File: src/rtl/tlsp_pkg.sv
// Shared types and constants for the temporal least-squares pixel filter.
// No dependencies.
`timescale 1ns / 1ps
package tlsp_pkg;
    localparam int MAX_RADIUS_DEF  = 8;
    localparam int SAMPLE_BITS_DEF = 16;

    localparam int CNT_W  = 5;
    localparam int SPOS_W = 9;
    localparam int SVAL_W = 21;
    localparam int SPV_W  = 25;
    localparam int SSQ_W  = 13;
    localparam int POS_W  = 5;
    localparam int SMP_W  = 16;
    localparam int VAL_W  = 16;
    localparam int RAD_W  = 4;

    localparam int NUM_W  = 48;
    localparam int DEN_W  = 27;
    localparam int REM_W  = 28;

    localparam logic             CFG_RADIUS    = 1'b0;
    localparam logic             CFG_MAX_VALUE = 1'b1;
    localparam logic [RAD_W-1:0] RADIUS_RST    = 4'd5;
    localparam logic [VAL_W-1:0] MAX_VALUE_RST = 16'd255;

    typedef struct packed {
        logic [CNT_W-1:0]  cnt;
        logic [SPOS_W-1:0] spos;
        logic [SVAL_W-1:0] sval;
        logic [SPV_W-1:0]  spv;
        logic [SSQ_W-1:0]  ssq;
    } t_sums;

    typedef struct packed {
        logic pop;
        logic push;
    } t_back_ctl;

    typedef enum logic [2:0] {
        B_IDLE, B_MUL1, B_MUL2, B_MUL3, B_PREP, B_DIV, B_DONE
    } t_back_state;
endpackage

File: src/rtl/tlsp_fifo.sv
// Small register queue, used between front and back and for results.
// Depends on nothing.
`timescale 1ns / 1ps
module tlsp_fifo #(
    parameter int WIDTH = 8,
    parameter int DEPTH = 2
) (
    input  logic             i_clk,
    input  logic             i_rst_n,
    input  logic             i_push,
    input  logic [WIDTH-1:0] i_data,
    input  logic             i_pop,
    output logic [WIDTH-1:0] o_data,
    output logic             o_full,
    output logic             o_empty
);
    localparam int PW = (DEPTH > 1) ? $clog2(DEPTH) : 1;
    localparam int CW = $clog2(DEPTH + 1);

    logic [WIDTH-1:0] r_mem [DEPTH];
    logic [PW-1:0]    r_wp, r_rp;
    logic [CW-1:0]    r_cnt;
    logic             w_do_push, w_do_pop;

    assign o_full    = (r_cnt == CW'(DEPTH));
    assign o_empty   = (r_cnt == '0);
    assign w_do_push = i_push && !o_full;
    assign w_do_pop  = i_pop && !o_empty;
    assign o_data    = r_mem[r_rp];

    always_ff @(posedge i_clk) begin
        if (!i_rst_n) begin
            r_wp  <= '0;
            r_rp  <= '0;
            r_cnt <= '0;
        end else begin
            if (w_do_push) begin
                r_wp <= (r_wp == PW'(DEPTH - 1)) ? '0 : r_wp + 1'b1;
            end
            if (w_do_pop) begin
                r_rp <= (r_rp == PW'(DEPTH - 1)) ? '0 : r_rp + 1'b1;
            end
            if (w_do_push && !w_do_pop) begin
                r_cnt <= r_cnt + 1'b1;
            end else if (w_do_pop && !w_do_push) begin
                r_cnt <= r_cnt - 1'b1;
            end
        end
    end

    always_ff @(posedge i_clk) begin
        if (w_do_push) begin
            r_mem[r_wp] <= i_data;
        end
    end
endmodule

File: src/rtl/tlsp_front.sv
// Front end: accumulates the window sums, one sample per beat.
// Depends on tlsp_pkg.
`timescale 1ns / 1ps
module tlsp_front #(
    parameter int SAMPLE_BITS = tlsp_pkg::SAMPLE_BITS_DEF
) (
    input  logic                       i_clk,
    input  logic                       i_rst_n,
    input  logic                       i_accept,
    input  logic [tlsp_pkg::SMP_W-1:0] i_sample,
    input  logic [tlsp_pkg::POS_W-1:0] i_position,
    input  logic                       i_is_last,
    output tlsp_pkg::t_sums            o_snap,
    output logic                       o_snap_push
);
    localparam logic [tlsp_pkg::SMP_W-1:0] SMASK =
        tlsp_pkg::SMP_W'((33'd1 << SAMPLE_BITS) - 33'd1);

    tlsp_pkg::t_sums r_sums, n_sums;
    logic [tlsp_pkg::SMP_W-1:0] w_smp;
    logic [20:0]                w_pv;
    logic [9:0]                 w_pp;

    assign w_smp = i_sample & SMASK;
    assign w_pv  = 21'(i_position) * 21'(w_smp);
    assign w_pp  = 10'(i_position) * 10'(i_position);

    always_comb begin
        n_sums.cnt  = r_sums.cnt + 1'b1;
        n_sums.spos = r_sums.spos + tlsp_pkg::SPOS_W'(i_position);
        n_sums.sval = r_sums.sval + tlsp_pkg::SVAL_W'(w_smp);
        n_sums.spv  = r_sums.spv + tlsp_pkg::SPV_W'(w_pv);
        n_sums.ssq  = r_sums.ssq + tlsp_pkg::SSQ_W'(w_pp);
    end

    assign o_snap      = n_sums;
    assign o_snap_push = i_accept && i_is_last;

    always_ff @(posedge i_clk) begin
        if (!i_rst_n) begin
            r_sums <= '0;
        end else if (i_accept) begin
            r_sums <= i_is_last ? '0 : n_sums;
        end
    end
endmodule

File: src/rtl/tlsp_back.sv
// Back end: least-squares fit at the centre, rounding divider and clamp.
// Depends on tlsp_pkg.
`timescale 1ns / 1ps
module tlsp_back #(
    parameter int MAX_RADIUS = tlsp_pkg::MAX_RADIUS_DEF
) (
    input  logic                       i_clk,
    input  logic                       i_rst_n,
    input  tlsp_pkg::t_sums            i_sums,
    input  logic                       i_q_empty,
    input  logic [tlsp_pkg::RAD_W-1:0] i_radius,
    input  logic [tlsp_pkg::VAL_W-1:0] i_max_value,
    input  logic                       i_out_full,
    output tlsp_pkg::t_back_ctl        o_ctl,
    output logic [tlsp_pkg::VAL_W-1:0] o_value
);
    localparam int RW = $clog2(MAX_RADIUS + 1);
    localparam int NRW = tlsp_pkg::CNT_W + RW;
    localparam int TW = NRW + 2;
    localparam int NW = tlsp_pkg::NUM_W;
    localparam int DW = tlsp_pkg::DEN_W;
    localparam int KW = $clog2(NW + 1);

    tlsp_pkg::t_back_state r_state, n_state;
    tlsp_pkg::t_sums       r_s;

    logic [17:0]            r_p1, r_p2;
    logic [29:0]            r_p3, r_p4;
    logic [NRW-1:0]         r_nr;
    logic signed [19:0]     r_d;
    logic signed [31:0]     r_sl;
    logic signed [TW-1:0]   r_t;
    logic signed [41:0]     r_m1;
    logic signed [31+TW:0]  r_m2;
    logic signed [DW-1:0]   r_den;
    logic [NW-1:0]          r_dvd;
    logic [DW-1:0]          r_dvs;
    logic [tlsp_pkg::REM_W-1:0] r_rem;
    logic [KW-1:0]          r_k;

    logic [RW-1:0]          w_r;
    logic signed [NW-1:0]   w_num0, w_num, w_twice;
    logic signed [DW-1:0]   w_den0, w_den;
    logic                   w_zero;
    logic [tlsp_pkg::REM_W-1:0] w_rsh;
    logic                   w_ge;

    assign w_r = (32'(i_radius) > MAX_RADIUS) ? RW'(MAX_RADIUS) : RW'(i_radius);

    always_comb begin
        if (r_d == '0) begin
            w_num0 = NW'(r_s.sval);
            w_den0 = DW'(r_s.cnt);
        end else begin
            w_num0 = NW'(r_m1) + NW'(r_m2);
            w_den0 = r_den;
        end
        w_num   = (w_den0 < 0) ? -w_num0 : w_num0;
        w_den   = (w_den0 < 0) ? -w_den0 : w_den0;
        w_twice = (w_num <<< 1) + NW'(w_den);
        w_zero  = (r_s.cnt == '0) || (w_twice < 0);
    end

    assign w_rsh = {r_rem[tlsp_pkg::REM_W-2:0], r_dvd[NW-1]};
    assign w_ge  = (w_rsh >= tlsp_pkg::REM_W'(r_dvs));

    always_comb begin
        n_state = r_state;
        unique case (r_state)
            tlsp_pkg::B_IDLE: if (!i_q_empty) n_state = tlsp_pkg::B_MUL1;
            tlsp_pkg::B_MUL1: n_state = tlsp_pkg::B_MUL2;
            tlsp_pkg::B_MUL2: n_state = tlsp_pkg::B_MUL3;
            tlsp_pkg::B_MUL3: n_state = tlsp_pkg::B_PREP;
            tlsp_pkg::B_PREP: n_state = w_zero ? tlsp_pkg::B_DONE : tlsp_pkg::B_DIV;
            tlsp_pkg::B_DIV:  if (r_k == KW'(1)) n_state = tlsp_pkg::B_DONE;
            tlsp_pkg::B_DONE: if (!i_out_full) n_state = tlsp_pkg::B_IDLE;
            default:          n_state = tlsp_pkg::B_IDLE;
        endcase
    end

    always_comb begin
        o_ctl.pop  = (r_state == tlsp_pkg::B_IDLE) && !i_q_empty;
        o_ctl.push = (r_state == tlsp_pkg::B_DONE) && !i_out_full;
        o_value    = (r_dvd > NW'(i_max_value)) ? i_max_value
                                                : tlsp_pkg::VAL_W'(r_dvd);
    end

    always_ff @(posedge i_clk) begin
        if (!i_rst_n) begin
            r_state <= tlsp_pkg::B_IDLE;
        end else begin
            r_state <= n_state;
        end
    end

    always_ff @(posedge i_clk) begin
        unique case (r_state)
            tlsp_pkg::B_IDLE: begin
                r_s <= i_sums;
            end
            tlsp_pkg::B_MUL1: begin
                r_p1 <= 18'(r_s.cnt) * 18'(r_s.ssq);
                r_p2 <= 18'(r_s.spos) * 18'(r_s.spos);
                r_p3 <= 30'(r_s.cnt) * 30'(r_s.spv);
                r_p4 <= 30'(r_s.spos) * 30'(r_s.sval);
                r_nr <= NRW'(r_s.cnt) * NRW'(w_r);
            end
            tlsp_pkg::B_MUL2: begin
                r_d  <= $signed({2'b00, r_p1}) - $signed({2'b00, r_p2});
                r_sl <= $signed({2'b00, r_p3}) - $signed({2'b00, r_p4});
                r_t  <= $signed({2'b00, r_nr}) - $signed(TW'(r_s.spos));
            end
            tlsp_pkg::B_MUL3: begin
                r_m1  <= 42'($signed({1'b0, r_s.sval})) * 42'(r_d);
                r_m2  <= (32+TW)'(r_sl) * (32+TW)'(r_t);
                r_den <= DW'($signed({1'b0, r_s.cnt})) * DW'(r_d);
            end
            tlsp_pkg::B_PREP: begin
                r_dvd <= w_zero ? '0 : w_twice;
                r_dvs <= DW'(w_den) << 1;
                r_rem <= '0;
                r_k   <= KW'(NW);
            end
            tlsp_pkg::B_DIV: begin
                r_rem <= w_ge ? w_rsh - tlsp_pkg::REM_W'(r_dvs) : w_rsh;
                r_dvd <= {r_dvd[NW-2:0], w_ge};
                r_k   <= r_k - 1'b1;
            end
            tlsp_pkg::B_DONE: begin
            end
            default: begin
            end
        endcase
    end
endmodule

File: src/rtl/temporal_least_squares_pixel.sv
// Top level of the temporal least-squares pixel filter.
// Depends on tlsp_pkg, tlsp_fifo, tlsp_front and tlsp_back.
`timescale 1ns / 1ps
// Samples of one pixel arrive one beat per cycle, each with its window slot;
// the beat flagged last closes the window and produces one fitted value at
// the centre slot, rounded half up and clamped to 0..max_value. The front
// accumulates at one sample per cycle unless the window queue is full. The
// back end takes one window at a time through states MUL1, MUL2, MUL3 and
// PREP and its one-bit-per-cycle restoring divider (skipped when the result
// is known to be zero); up to two closed windows queue in front of it and
// two results behind it. While the window queue is full, input beats are held off.
// Write radius and max_value only while the block is idle.
module temporal_least_squares_pixel #(
    parameter int MAX_RADIUS  = tlsp_pkg::MAX_RADIUS_DEF,
    parameter int SAMPLE_BITS = tlsp_pkg::SAMPLE_BITS_DEF
) (
    input  logic                       i_clk,
    input  logic                       i_rst_n,
    input  logic                       i_push,
    output logic                       o_full,
    input  logic [tlsp_pkg::SMP_W-1:0] i_sample,
    input  logic [tlsp_pkg::POS_W-1:0] i_position,
    input  logic                       i_is_last,
    output logic                       o_empty,
    input  logic                       i_pop,
    output logic [tlsp_pkg::VAL_W-1:0] o_value,
    input  logic                       i_cfg_we,
    input  logic                       i_cfg_index,
    input  logic [tlsp_pkg::VAL_W-1:0] i_cfg_wdata
);
    logic [tlsp_pkg::RAD_W-1:0] r_radius;
    logic [tlsp_pkg::VAL_W-1:0] r_max_value;

    tlsp_pkg::t_sums     w_snap, w_q_sums;
    logic                w_snap_push, w_q_empty, w_out_full;
    tlsp_pkg::t_back_ctl w_ctl;
    logic [tlsp_pkg::VAL_W-1:0] w_value;

    always_ff @(posedge i_clk) begin
        if (!i_rst_n) begin
            r_radius    <= tlsp_pkg::RADIUS_RST;
            r_max_value <= tlsp_pkg::MAX_VALUE_RST;
        end else if (i_cfg_we) begin
            unique case (i_cfg_index)
                tlsp_pkg::CFG_RADIUS:    r_radius    <= i_cfg_wdata[tlsp_pkg::RAD_W-1:0];
                tlsp_pkg::CFG_MAX_VALUE: r_max_value <= i_cfg_wdata;
                default: begin
                end
            endcase
        end
    end

    tlsp_front #(.SAMPLE_BITS(SAMPLE_BITS)) u_front (
        .i_clk       (i_clk),
        .i_rst_n     (i_rst_n),
        .i_accept    (i_push && !o_full),
        .i_sample    (i_sample),
        .i_position  (i_position),
        .i_is_last   (i_is_last),
        .o_snap      (w_snap),
        .o_snap_push (w_snap_push)
    );

    tlsp_fifo #(.WIDTH($bits(tlsp_pkg::t_sums)), .DEPTH(2)) u_win_q (
        .i_clk   (i_clk),
        .i_rst_n (i_rst_n),
        .i_push  (w_snap_push),
        .i_data  (w_snap),
        .i_pop   (w_ctl.pop),
        .o_data  (w_q_sums),
        .o_full  (o_full),
        .o_empty (w_q_empty)
    );

    tlsp_back #(.MAX_RADIUS(MAX_RADIUS)) u_back (
        .i_clk       (i_clk),
        .i_rst_n     (i_rst_n),
        .i_sums      (w_q_sums),
        .i_q_empty   (w_q_empty),
        .i_radius    (r_radius),
        .i_max_value (r_max_value),
        .i_out_full  (w_out_full),
        .o_ctl       (w_ctl),
        .o_value     (w_value)
    );

    tlsp_fifo #(.WIDTH(tlsp_pkg::VAL_W), .DEPTH(2)) u_res_q (
        .i_clk   (i_clk),
        .i_rst_n (i_rst_n),
        .i_push  (w_ctl.push),
        .i_data  (w_value),
        .i_pop   (i_pop),
        .o_data  (o_value),
        .o_full  (w_out_full),
        .o_empty (o_empty)
    );

`ifndef SYNTHESIS
    a_res_no_overflow: assert property (@(posedge i_clk) disable iff (!i_rst_n)
        w_ctl.push |-> !w_out_full) else $error("result beat pushed into full queue");
    a_win_no_overflow: assert property (@(posedge i_clk) disable iff (!i_rst_n)
        w_snap_push |-> !o_full) else $error("window pushed into full queue");
    a_pop_needs_data: assert property (@(posedge i_clk) disable iff (!i_rst_n)
        w_ctl.pop |-> !w_q_empty) else $error("back end popped empty queue");
`endif
endmodule
File: config.mk
export PLATFORM = sky130hd
export DESIGN_NAME = temporal_least_squares_pixel
export DESIGN_NICKNAME = d
export VERILOG_FILES = /design/src/rtl/tlsp_pkg.sv /design/src/rtl/tlsp_fifo.sv /design/src/rtl/tlsp_front.sv /design/src/rtl/tlsp_back.sv /design/src/rtl/temporal_least_squares_pixel.sv
export SDC_FILE = /design/constraint.sdc
export NUM_CORES = 2
export LEC_CHECK = 0
export BUFFER_PORTS_ARGS = -buffer_cell sky130_fd_sc_hd__buf_2
export CAP_MARGIN = 5
export CORE_ASPECT_RATIO = 0.8
export CORE_MARGIN = 10
export CORE_UTILIZATION = 52
export CTS_BUF_LIST = sky130_fd_sc_hd__clkbuf_16
export CTS_CLUSTER_DIAMETER = 150
export DETAILED_ROUTE_END_ITERATION = 8
export HOLD_SLACK_MARGIN = 0.03
export PLACE_DENSITY_LB_ADDON = 0.15
export SLEW_MARGIN = 40
export SYNTH_ARGS = -nofsm -noshare
export SYNTH_HDL_FRONTEND = slang
export SYNTH_SLANG_ARGS = --single-unit
export TNS_END_PERCENT = 100
File: constraint.sdc
create_clock -name i_clk -period 13.89 [get_ports i_clk]
set_clock_uncertainty 0.05 [all_clocks]
set_input_delay 0.6945 -clock i_clk [delete_from_list [all_inputs] [get_ports i_clk]]
set_output_delay 0.6945 -clock i_clk [all_outputs]
set_load 0.1 [all_outputs]
==> impl_metrics.env <==
export IMPL_crit_fanout=62
export IMPL_synthTopCellsByArea="fa_1 (24%), edfxtp_1 (23%), ha_1 (11%), inv_1 (5.3%), nand2_1 (4.8%)"
export IMPL_status="finished, final reports clean"
export IMPL_synth_commonest_cells="inv_1 (1146), nand2_1 (1046), fa_1 (994), ha_1 (730), edfxtp_1 (629)"
export IMPL_start_kind="flip-flop"
export IMPL_dp_hpwl_um=159000
export IMPL_ant_nets=0
export IMPL_grt_pass1_vias=58900
export IMPL_nets=9929
export IMPL_dieHeight_um=374
export IMPL_cts_root_buf="clkbuf_16"
export IMPL_hold_end="r_max_value[13]"
export IMPL_final_min_clock_period_ps=8860
export IMPL_cp_buffers_inverters=1
export IMPL_slew_headroom_pct=39.5
export IMPL_synth_edf_count=629
export IMPL_routed_wl_um=208000
export IMPL_cp_slowest_cell="mux2i_1"
export IMPL_max_cap_viol_count=0
export IMPL_clk_pin_slew_ps=60
export IMPL_end_kind="flip-flop"
export IMPL_critPathMaxStageDelay_ps=860
export IMPL_fmax_mhz=113
export IMPL_cts_sinks=734
export IMPL_rrSetupSlack_ps=5030
export IMPL_min_from="i_cfg_wdata[13]"
export IMPL_worstMarginPinSlew_ps=883
export IMPL_port_buffers=61
export IMPL_area_growth_pct=6.26
export IMPL_dieWidth_um=462
export IMPL_critical_path_top_delay_family="compound AO/OA/AOI/OAI gates"
export IMPL_worst_skew_pair_late_latency_ps=730
export IMPL_worst_hold_path_type="in -> reg"
export IMPL_register_area_um2=21000
export IMPL_synth_seq_cells=734
export IMPL_synth_cell_types=103
export IMPL_ctsHtreeMaxLevel=3
export IMPL_syn_inst=8255
export IMPL_start_util_pct=52.5
export IMPL_netlist_area_um2=81300
export IMPL_post_cts_buffers=0
export IMPL_ys_flop_type="edfxtp_1"
export IMPL_cts_buffers=81
export IMPL_synth_top_area_share_pct=24.5
export IMPL_via_per_inst=5.62
export IMPL_io_pins=62
export IMPL_fin_tns_setup_ps=0
export IMPL_period_share_pct=63.8
export IMPL_synthArstFlopShare_pct=0
export IMPL_finalInstanceArea_um2=86400
export IMPL_worstPathRequired_ps=14300
export IMPL_cts_tree="done"
export IMPL_rsz0062_at_grt="no"
export IMPL_syn_area_per_cell_um2=9.85
export IMPL_drt_iter0_markers=4423
export IMPL_antenna_found_initial=11
export IMPL_layout_drive_gt1_share_pct=5.74
export IMPL_yosysTopAreaCell="fa_1"
export IMPL_post_cts_resized=0
export IMPL_critPathMostFrequentCell="a21o_1"
export IMPL_synth_most_common_cell="inv_1"
export IMPL_cts_hold_buf=0
export IMPL_grt_first_pass_wirelength_um=334000
export IMPL_r2r_end="u_back.r_dvd[17]"
export IMPL_core_um2=155000
export IMPL_placed_area_um2=83700
export IMPL_globalRouteOverflowTotal=0
export IMPL_whs_path_depth=3
export IMPL_holdWs_ps=190
export IMPL_globalplace_congestion=0.930
export IMPL_setup_viol=0
export IMPL_drv_slew=0
export IMPL_wire_per_inst_um=20.2
export IMPL_first_pass_iters=6
export IMPL_ff2ff_path_depth=25
export IMPL_final_hold_viol_count=0
export IMPL_drc_errors=0
export IMPL_crit_start="u_back.r_d[17]"
export IMPL_vias=57700
export IMPL_fillers=13700
export IMPL_cp_arrival_ps=9270
export IMPL_grt_max_degree=72
export IMPL_dieArea_um2=173000
export IMPL_rows=129
export IMPL_r2r_start="u_back.r_d[17]"
export IMPL_grt_usage_pct=24.2
export IMPL_cp_depth=25
export IMPL_multiInputGateArea_um2=54800
export IMPL_yosys_warnings=0
export IMPL_clockBufferDepth=3
export IMPL_crit_type="reg -> reg"
export IMPL_yosysSeqAreaShare_pct=25.8
-- placed cells by master, fill, tap and decap left out, types with 51 or more instances in the layout --
master	n
a21boi_0	51
nand2_1	1044
fa_1	994
o31ai_1	56
a21o_1	146
clkbuf_16	83
buf_4	82
ha_1	730
mux2_2	106
a21oi_1	312
edfxtp_1	629
o21ai_0	203
dfxtp_1	104
o21bai_1	53
buf_2	60
nor2_1	295
nand3_1	96
xor2_1	154
xnor2_1	267
o21a_1	53
and2_1	577
nand2b_1	97
inv_1	1157
nor2b_1	108
nor3_1	88
-- flip-flops by register name (all words and copies together), names as in the netlist, 19 cells and up, named ones only --
| register | flops |
|---|---|
| u_front.r_sums | 73 |
| u_back.r_p4 | 30 |
| u_back.r_m2 | 41 |
| u_back.r_dvs | 26 |
| u_back.r_den | 25 |
| u_back.r_dvd | 48 |
| u_back.r_rem | 27 |
| u_back.r_s | 73 |
| u_back.r_d | 19 |
| u_back.r_m1 | 41 |
| u_back.r_sl | 31 |
| u_back.r_p3 | 30 |
| u_res_q.r_mem | 32 |
| u_win_q.r_mem | 146 |
-- layer usage --
layer  routed length [um]  track usage (%)
met1                98500             35.9
met3                13700             4.44
met4                 4660             5.01
met5                   47                0
met2                90700             37.1
-- per-stage QoR --
| stage | utilization [%] | setup slack (ps) | std cells |
|---|---|---|---|
| floorplan | - | 4950 | 8277 |
| global placement | 53.9 | 5120 | 10100 |
| detailed placement | 54.0 | 4960 | 10100 |
| CTS | 55.7 | 4920 | 10300 |
| global route | 55.8 | 4510 | 10300 |
| finish | 55.8 | 5030 | 10300 |
-- cells by family after synthesis --
family,Yosys count,share of synthesized area [%]
simple gates,2558,15.5
fa+ha+maj,1724,35.7
buf+inv,1503,7.00
compound gates,1172,9.56
flops,734,25.8
xor+xnor,421,4.53
mux,142,1.91
other cells,1,0.00461
-- worst register-to-register path, stage by stage, from the launching register on --
cell and delay (ps):
edfxtp_1 580, nor4_2 430, and4_1 450, nand2_4 450
mux2i_1 860, ha_1 330, o21ai_0 190, or2_2 370
or3_1 350, o21ai_0 200, xor2_1 160, nor2_1 70
ha_1 410, a21o_1 210, a21o_1 180, a21o_1 180
o311ai_1 510, o211ai_1 270, a211oi_2 370, a21oi_1 170
o41ai_2 420, or4_1 180, and3_1 140, o211a_2 480
buf_4 440, o31ai_1 150
-- cell type report --
cell class	count	share of cell area (%)
clock buffer	83	2.40
sequential	734	24.3
antenna	1	0.00290
tap	2030	2.94
inverter	1150	5.00
multi-input combinational	6040	63.4
clock inverter	67	0.731
timing repair buffer	154	1.23
-- worst max-delay path by stage --
| stage | endpoint | slack (ps) |
|---|---|---|
| 4_1_cts | u_back.r_dvd[17] | 4920 |
| 3_3_place_gp | u_back.r_dvd[20] | 5120 |
| 3_5_place_dp | u_back.r_dvd[17] | 4960 |
| 2_1_floorplan | u_back.r_nr[0] | 4950 |
| 5_1_grt | u_back.r_dvd[26] | 4510 |
| 6_report | u_back.r_dvd[17] | 5030 |
Power is not shown: default switching activity piles up to over one toggle a cycle in this logic, so the estimate is an artifact.
